[src/rtl/gpm_pkg.sv]
`default_nettype none

package gpm_pkg;

    typedef enum logic [1:0] {
        ACT_CLEAR  = 2'd0,
        ACT_APPEND = 2'd1,
        ACT_TEXT   = 2'd2,
        ACT_END    = 2'd3
    } action_t;

    typedef enum logic [1:0] {
        TOK_LIT = 2'd0,
        TOK_ONE = 2'd1,
        TOK_RUN = 2'd2
    } tok_kind_t;

    typedef enum logic [1:0] {
        ST_MATCH    = 2'd0,
        ST_NO_MATCH = 2'd1,
        ST_OVERFLOW = 2'd2
    } status_t;

    localparam logic [7:0] SYM_BACKSLASH = 8'h5C;
    localparam logic [7:0] SYM_QUESTION  = 8'h3F;
    localparam logic [7:0] SYM_ASTERISK  = 8'h2A;

    // token broadcast to the cell row on a pattern append
    typedef struct packed {
        tok_kind_t  kind;
        logic [7:0] sym;
    } tok_t;

    // what one cell hands on for the current text byte
    typedef struct packed {
        logic run;   // star position, feeds the closure carry chain
        logic stay;  // star keeps its own position active
        logic fwd;   // position after this one becomes active
    } cell_out_t;

endpackage

`default_nettype wire

[src/rtl/gpm_req_if.sv]
`default_nettype none

interface gpm_req_if;
    logic       valid;
    logic       ready;
    logic [1:0] action;
    logic [7:0] symbol;

    modport source (output valid, output action, output symbol, input ready);
    modport sink (input valid, input action, input symbol, output ready);
endinterface

`default_nettype wire

[src/rtl/gpm_resp_if.sv]
`default_nettype none

interface gpm_resp_if;
    logic       valid;
    logic       ready;
    logic [1:0] status;

    modport source (output valid, output status, input ready);
    modport sink (input valid, input status, output ready);
endinterface

`default_nettype wire

[src/rtl/glob_pattern_match_unit.sv]
`default_nettype none

// Whole-text glob matcher ('*', '?', backslash escape). Clear and append
// requests build the pattern into a row of MAX_TOKENS cells, one token per
// cell; text requests then move a set of active positions through the row,
// and an end-of-text request returns match, no match or overflow. Every
// request is acted on when accepted, so requests may follow back to back. The star
// closure is a single carry-chain add across MAX_TOKENS+1 positions ahead of
// the cell row, which sets the clock period. The status appears on the
// response channel the cycle after the end-of-text request and is held there
// until taken; meanwhile other requests are still accepted, and only a
// further end-of-text request waits.
module glob_pattern_match_unit
    import gpm_pkg::*;
#(
    parameter int MAX_TOKENS = 32
)
(
    input  wire logic  clk,
    input  wire logic  rst_n,
    input  wire logic  cfg_write_en,
    input  wire logic  cfg_write_data,
    gpm_req_if.sink    req,
    gpm_resp_if.source resp
);

    localparam int POS_W = MAX_TOKENS + 1;
    localparam int CNT_W = $clog2(MAX_TOKENS + 1);

    logic             no_escape_reg;
    logic [CNT_W-1:0] count_reg,     count_next;
    logic             esc_reg,       esc_next;
    logic             overflow_reg,  overflow_next;
    logic [POS_W-1:0] active_reg,    active_next;
    logic             out_valid_reg, out_valid_next;
    status_t          status_reg,    status_next;

    logic             fire;
    logic             full;
    logic             tok_add;
    tok_t             tok;
    logic [POS_W-1:0] run_vec;
    logic [POS_W-1:0] gen_vec;
    logic [POS_W-1:0] sum;
    logic [POS_W-1:0] carries;
    logic [POS_W-1:0] closed;
    logic [POS_W-1:0] stepped;
    cell_out_t        co [MAX_TOKENS];

    assign req.ready   = !(out_valid_reg && !resp.ready && (req.action == ACT_END));
    assign fire        = req.valid && req.ready;
    assign full        = (count_reg == CNT_W'(MAX_TOKENS));
    assign resp.valid  = out_valid_reg;
    assign resp.status = status_reg;

    // pattern byte decode
    always_comb
    begin
        tok_add  = 1'b1;
        tok.kind = TOK_LIT;
        tok.sym  = req.symbol;
        if (esc_reg)
        begin
            tok.kind = TOK_LIT;
        end
        else if (!no_escape_reg && (req.symbol == SYM_BACKSLASH))
        begin
            tok_add = 1'b0;
        end
        else if (req.symbol == SYM_ASTERISK)
        begin
            tok.kind = TOK_RUN;
            tok.sym  = 8'd0;
        end
        else if (req.symbol == SYM_QUESTION)
        begin
            tok.kind = TOK_ONE;
            tok.sym  = 8'd0;
        end
    end

    generate
        for (genvar i = 0; i < MAX_TOKENS; i++)
        begin : g_cell
            gpm_cell u_cell (
                .clk      (clk),
                .wr_en    (fire && (req.action == ACT_APPEND) && tok_add && !full
                           && (count_reg == CNT_W'(i))),
                .wr_tok   (tok),
                .en       (count_reg > CNT_W'(i)),
                .cur      (closed[i]),
                .text_sym (req.symbol),
                .co       (co[i])
            );
            assign run_vec[i] = co[i].run;
        end
    endgenerate

    assign run_vec[MAX_TOKENS] = 1'b0;

    // Closure: position j+1 joins when j is closed and j is a star. This is
    // carry propagation with generate = active & star, propagate = star.
    // The top position is never a star, so nothing carries out of the add.
    assign gen_vec = active_reg & run_vec;
    assign sum     = gen_vec + run_vec;
    assign carries = sum ^ gen_vec ^ run_vec;
    assign closed  = active_reg | carries;

    always_comb
    begin
        stepped = '0;
        for (int i = 0; i < MAX_TOKENS; i++)
        begin
            stepped[i]   = stepped[i] | co[i].stay;
            stepped[i+1] = co[i].fwd;
        end
    end

    always_comb
    begin
        count_next    = count_reg;
        esc_next      = esc_reg;
        overflow_next = overflow_reg;
        active_next   = active_reg;
        if (fire)
        begin
            case (action_t'(req.action))
                ACT_CLEAR:
                begin
                    count_next    = '0;
                    esc_next      = 1'b0;
                    overflow_next = 1'b0;
                    active_next   = POS_W'(1);
                end
                ACT_APPEND:
                begin
                    active_next = POS_W'(1);
                    esc_next    = !esc_reg && !no_escape_reg
                                  && (req.symbol == SYM_BACKSLASH);
                    if (tok_add)
                    begin
                        if (full)
                        begin
                            overflow_next = 1'b1;
                        end
                        else
                        begin
                            count_next = count_reg + CNT_W'(1);
                        end
                    end
                end
                ACT_TEXT:
                begin
                    active_next = stepped;
                end
                ACT_END:
                begin
                    active_next = POS_W'(1);
                end
                default:
                begin
                    active_next = active_reg;
                end
            endcase
        end
    end

    always_comb
    begin
        out_valid_next = out_valid_reg && !resp.ready;
        status_next    = status_reg;
        if (fire && (req.action == ACT_END))
        begin
            out_valid_next = 1'b1;
            if (overflow_reg)
            begin
                status_next = ST_OVERFLOW;
            end
            else if (closed[count_reg])
            begin
                status_next = ST_MATCH;
            end
            else
            begin
                status_next = ST_NO_MATCH;
            end
        end
    end

    always_ff @(posedge clk or negedge rst_n)
    begin
        if (!rst_n)
        begin
            no_escape_reg <= 1'b0;
            count_reg     <= '0;
            esc_reg       <= 1'b0;
            overflow_reg  <= 1'b0;
            active_reg    <= POS_W'(1);
            out_valid_reg <= 1'b0;
        end
        else
        begin
            if (cfg_write_en)
            begin
                no_escape_reg <= cfg_write_data;
            end
            count_reg     <= count_next;
            esc_reg       <= esc_next;
            overflow_reg  <= overflow_next;
            active_reg    <= active_next;
            out_valid_reg <= out_valid_next;
        end
    end

    always_ff @(posedge clk)
    begin
        status_reg <= status_next;
    end

    a_end_gives_resp: assert property (@(posedge clk) disable iff (!rst_n)
        (fire && (req.action == ACT_END)) |=> resp.valid)
        else $error("end-of-text request produced no response");

    a_overflow_full: assert property (@(posedge clk) disable iff (!rst_n)
        overflow_reg |-> (count_reg == CNT_W'(MAX_TOKENS)))
        else $error("overflow flagged with room left in the cell row");

    a_active_bounded: assert property (@(posedge clk) disable iff (!rst_n)
        (active_reg & ~((POS_W'(2) << count_reg) - POS_W'(1))) == '0)
        else $error("active position beyond the pattern end");

    a_resp_held: assert property (@(posedge clk) disable iff (!rst_n)
        (resp.valid && !resp.ready) |=> (resp.valid && $stable(resp.status)))
        else $error("stalled response changed");

endmodule

`default_nettype wire

[src/rtl/gpm_cell.sv]
`default_nettype none

module gpm_cell
    import gpm_pkg::*;
(
    input  wire logic       clk,
    input  wire logic       wr_en,
    input  wire tok_t       wr_tok,
    input  wire logic       en,
    input  wire logic       cur,
    input  wire logic [7:0] text_sym,
    output cell_out_t       co
);

    tok_t tok_reg;

    always_ff @(posedge clk)
    begin
        if (wr_en)
        begin
            tok_reg <= wr_tok;
        end
    end

    always_comb
    begin
        co.run  = en && (tok_reg.kind == TOK_RUN);
        co.stay = cur && co.run;
        co.fwd  = 1'b0;
        if (en && cur)
        begin
            case (tok_reg.kind)
                TOK_LIT: co.fwd = (tok_reg.sym == text_sym);
                TOK_ONE: co.fwd = 1'b1;
                default: co.fwd = 1'b0;
            endcase
        end
    end

endmodule

`default_nettype wire

[src/flat_wrapper.sv]
// flat-port wrapper written by rule: the top's interface ports become plain ports
module glob_pattern_match_unit_flat import gpm_pkg::*;
#(
    parameter int MAX_TOKENS = 32
)
  (clk, rst_n, cfg_write_en, cfg_write_data, req_valid, req_action, req_symbol, req_ready, resp_valid, resp_status, resp_ready);
  gpm_req_if req_i ();
  gpm_resp_if resp_i ();
  input  wire logic clk;
  input  wire logic rst_n;
  input  wire logic cfg_write_en;
  input  wire logic cfg_write_data;
  input wire logic [$bits(req_i.valid)-1:0] req_valid;
  input wire logic [$bits(req_i.action)-1:0] req_action;
  input wire logic [$bits(req_i.symbol)-1:0] req_symbol;
  output wire logic [$bits(req_i.ready)-1:0] req_ready;
  output wire logic [$bits(resp_i.valid)-1:0] resp_valid;
  output wire logic [$bits(resp_i.status)-1:0] resp_status;
  input wire logic [$bits(resp_i.ready)-1:0] resp_ready;
  assign req_i.valid = req_valid;
  assign req_i.action = req_action;
  assign req_i.symbol = req_symbol;
  assign req_ready = req_i.ready;
  assign resp_valid = resp_i.valid;
  assign resp_status = resp_i.status;
  assign resp_i.ready = resp_ready;
  glob_pattern_match_unit #(.MAX_TOKENS(MAX_TOKENS)) u_core (.clk(clk), .rst_n(rst_n), .cfg_write_en(cfg_write_en), .cfg_write_data(cfg_write_data), .req(req_i), .resp(resp_i));
endmodule
[config.mk]
export PLATFORM = sky130hd
export DESIGN_NAME = glob_pattern_match_unit_flat
export DESIGN_NICKNAME = d
export VERILOG_FILES = /design/src/rtl/gpm_pkg.sv /design/src/rtl/gpm_req_if.sv /design/src/rtl/gpm_resp_if.sv /design/src/rtl/glob_pattern_match_unit.sv /design/src/rtl/gpm_cell.sv /design/src/flat_wrapper.sv
export SDC_FILE = /design/constraint.sdc
export NUM_CORES = 1
export LEC_CHECK = 0
export BUFFER_PORTS_ARGS = -buffer_cell sky130_fd_sc_hd__buf_2
export CAP_MARGIN = 20
export CORE_MARGIN = 3
export CORE_UTILIZATION = 45
export DETAILED_ROUTE_END_ITERATION = 16
export PLACE_DENSITY = 0.59
export SYNTH_ARGS = -nofsm -noshare
export SYNTH_HDL_FRONTEND = slang
export SYNTH_SLANG_ARGS = --single-unit
[constraint.sdc]
create_clock -name clk -period 5.8 [get_ports clk]
set_input_delay 0.87 -clock clk [delete_from_list [all_inputs] [get_ports clk]]
set_output_delay 0.87 -clock clk [all_outputs]
set_load 0.02 [all_outputs]
==> summary.md <==
| Metric | Value |
|---|---|
| Cell Area, Synth | 17,800 sq um |
| Number of flip-flops under the largest register name | 320 |
| Max Slew Vio Count | 0 |
| Port Buf Inserts | 19 |
| Post-CTS Resized | 0 |
| Min-Delay Path Class | in -> async |
| Power per standard cell area | 304 nW/um^2 |
| H-tree Lvls | 2 |
| DR iter-0 viols | 1,384 |
| Post-synth EDFFs | 322 |
| Delay-heaviest family, CP | compound AO/OA/AOI/OAI gates |
| Worst ir drop on vdd | 251 uV |
| Synth top area share | 0.544 |
| Post-synth ARST share | 0.118 |
| Clock sinks | 365 |
| Synth area leaders | edfxtp_1, xor2_1, dfrtp_1, nor4_1, a21oi_1 |
| HPWL after detailed placement | 31,400 microns |
| Clk_lat worst skew | 0.56 ns |
| CTS Buffer Depth | 3 |
| Initial antenna violation count | 2 |
| Fin Clk Skew | 0.0229 ns |
| Critical R2R Launch | u_core.count_reg[2] |
| IO Pins | 20 |
| Top FF cell, synth | edfxtp_1 |
| Slowest stage cell, crit path | or4_1 |
| RSZ-0062 raised after global routing | false |
| First-pass GRT wire length | 74,800 microns |
| Clk slew on worst S/H paths | 0.06 ns |
| Ys Warns | 0 |
| Initial core utilization | 0.457 |
| Vias in the first global route | 11.9k |
| Nets | 1,500 |
| CP max FO | 9 |
| Pre-antenna DRT Iters | 5 |
| Multi-input gate area | 6650 sq um |
| Post-route DRC | 0 |
| Num CTS Buffers | 40 |
| CTS Root Buffer Type | clkbuf_16 |
| Final setup vio count | 0 |
| Data required time of the critical path | 6.20 ns |
| Fill cells | 3,351 |
| Largest net degree at the start of global routing | 44 |
| Fin. Hold Viols | 0 |
| # hold bufs at CTS | 0 |
| Total global-route track usage | 0.237 |
| Most frequent cells in the layout | edfxtp_1, xor2_1, nor2_1 |
| Post-synth cell types | 87 |
| Status | completed |
| Final worst path period share | 0.809 |
| Setup bufs post-CTS | 0 |
| Leading area contributor after synthesis | edfxtp_1 |
| Setup crit end kind | flip-flop |
| Achievable Freq | 213 MHz |
| Reg-to-reg slack, setup | 1.11 ns |
| Via-per-instance ratio | 5.99 |
| Final Total Pwr | 6.02 mW |
| ANT nets after route | 0 |
| Core area | 38,800 sq um |
| Reg2Reg Depth | 15 |
| Routed wire per std cell | 24.4 microns |
| Largest stage delay, worst path | 0.70 ns |
| Syn nets | 1,474 |
| Crit path DAT | 5.09 ns |
| Vias | 12.1k |
| Die width | 205 microns |
| Syn avg cell area | 12.2 sq um |
| GP Congestion | 0.987 |
| Die ar. | 41,900 sq um |
| Minimum clock period | 4.69 ns |
| Mapped Cells | 1,453 |
| Critical path class | reg -> reg |
| Setup TNS Final | 0 ns |
| Reg2reg end | u_core.resp.status[0] |
| CP bufs+invs | 0 |
| Reg area | 10,700 sq um |
| Max-slew headroom | 0.239 |
| Area delta synth->final | 11.5% |
| Routed WL | 49,500 microns |
| Yosys reg bits | 365 |
| Leak | 6.60 nW |
| Number of max-cap violations | 0 |
| Commonest non-fill, non-tap cell in the layout | edfxtp_1 |
| Critical path, cell by cell | or4_1, o21ai_2, nor2_1, ha_1, or2_2, a221oi_1, nor3b_2, o41ai_2, o21a_1, nand2_1, a2111oi_0, a311oi_1, nand3_1, nor4_1, o22ai_1 |
| Row Count | 72 |
| CTS tree | yes |
| Share of layout cells above drive strength 1 | 0.0974 |
| Die H | 205 microns |
| Worst Tran Pin Value | 1.14 ns |
| GRT overflow | 0 |
| Crit start category | flip-flop |
| Register area share after synthesis | 0.605 |
## kinds of logic (layout without fill, tap and decap cells)
group,count (synthesis),in the layout,synth area share
other cells,0,1,0
mux,1,1,0.000634
buf+inv,97,153,0.0213
simple gates,433,433,0.135
compound gates,292,292,0.106
flops,365,365,0.605
fa+ha+maj,5,5,0.00352
xor+xnor,260,260,0.128
## per-stage QoR
stage | setup slack, ns | area [sq um] | utilization | cells | hold WS, ns
floorplan | 1.33 | 17800 | - | 1453 | 0.450
global placement | 1.35 | 18500 | 0.476 | 1954 | 0.471
detailed placement | 1.20 | 18500 | 0.476 | 1954 | 0.495
CTS | 1.16 | 19800 | 0.509 | 2026 | 0.448
finish | 1.11 | 19800 | 0.510 | 2028 | 0.452
global route | 0.776 | 19800 | 0.510 | 2028 | 0.477
## synthesized netlist by cell type, types with 11 or more instances
cell type,count
buf_1,13
clkbuf_1,48
dfrtp_1,42
nand2b_1,24
o21ai_0,55
a2111oi_0,11
a31oi_1,12
nand3_1,15
xnor2_1,18
edfxtp_1,322
nor3_1,30
nor4_1,91
nor2b_1,11
nand2_1,55
o22ai_1,15
nor2_1,110
xor2_1,242
inv_1,29
a21oi_1,99
## metal layers
metal,wire length (microns),vias up,share of wire,GRT usage
li1,-,5496,-,-
met1,22500,6098,0.45,0.343
met2,22700,467,0.46,0.370
met3,3090,86,0.062,0.0388
met4,1240,0,0.025,0.0671
met5,0,-,0,0
## cell type report
class                      count  area share
tap                          518      0.0327
antenna                        1    0.000126
clock inverter                14     0.00664
inverter                      29     0.00550
timing repair buffer          52      0.0186
multi-input combinational    991       0.336
clock buffer                  58      0.0576
sequential                   365       0.543
## worst max-delay path by stage
stage,startpoint,end,slack [ns],cells past startpoint
2_1_floorplan,req_symbol[5],u_core.g_cell[0].u_cell.tok_reg[1],1.33,6
3_3_place_gp,u_core.count_reg[2],u_core.resp.status[0],1.35,15
3_5_place_dp,u_core.count_reg[2],u_core.resp.status[0],1.20,15
4_1_cts,u_core.count_reg[2],u_core.resp.status[0],1.16,15
5_1_grt,u_core.count_reg[2],u_core.resp.status[0],0.78,15
6_report,u_core.count_reg[2],u_core.resp.status[0],1.11,15
## where the power goes
part | total (mW) | internal (mW) | switching, mW | leakage [nW]
Clock | 2.48 | 1.46 | 1.02 | 0.615
Combinational | 0.645 | 0.185 | 0.460 | 2.44
Sequential | 2.90 | 2.88 | 0.0128 | 3.55
## worst reg2reg max path: stages, from the launching register on
cell and delay, ns:
dfrtp_1 0.37, or4_1 0.70, o21ai_2 0.35, nor2_1 0.08, ha_1 0.19, or2_2 0.30, a221oi_1 0.44, nor3b_2 0.15
o41ai_2 0.62, o21a_1 0.29, nand2_1 0.14, a2111oi_0 0.48, a311oi_1 0.09, nand3_1 0.13, nor4_1 0.08, o22ai_1 0.13
(Power assumes the default switching activity.)
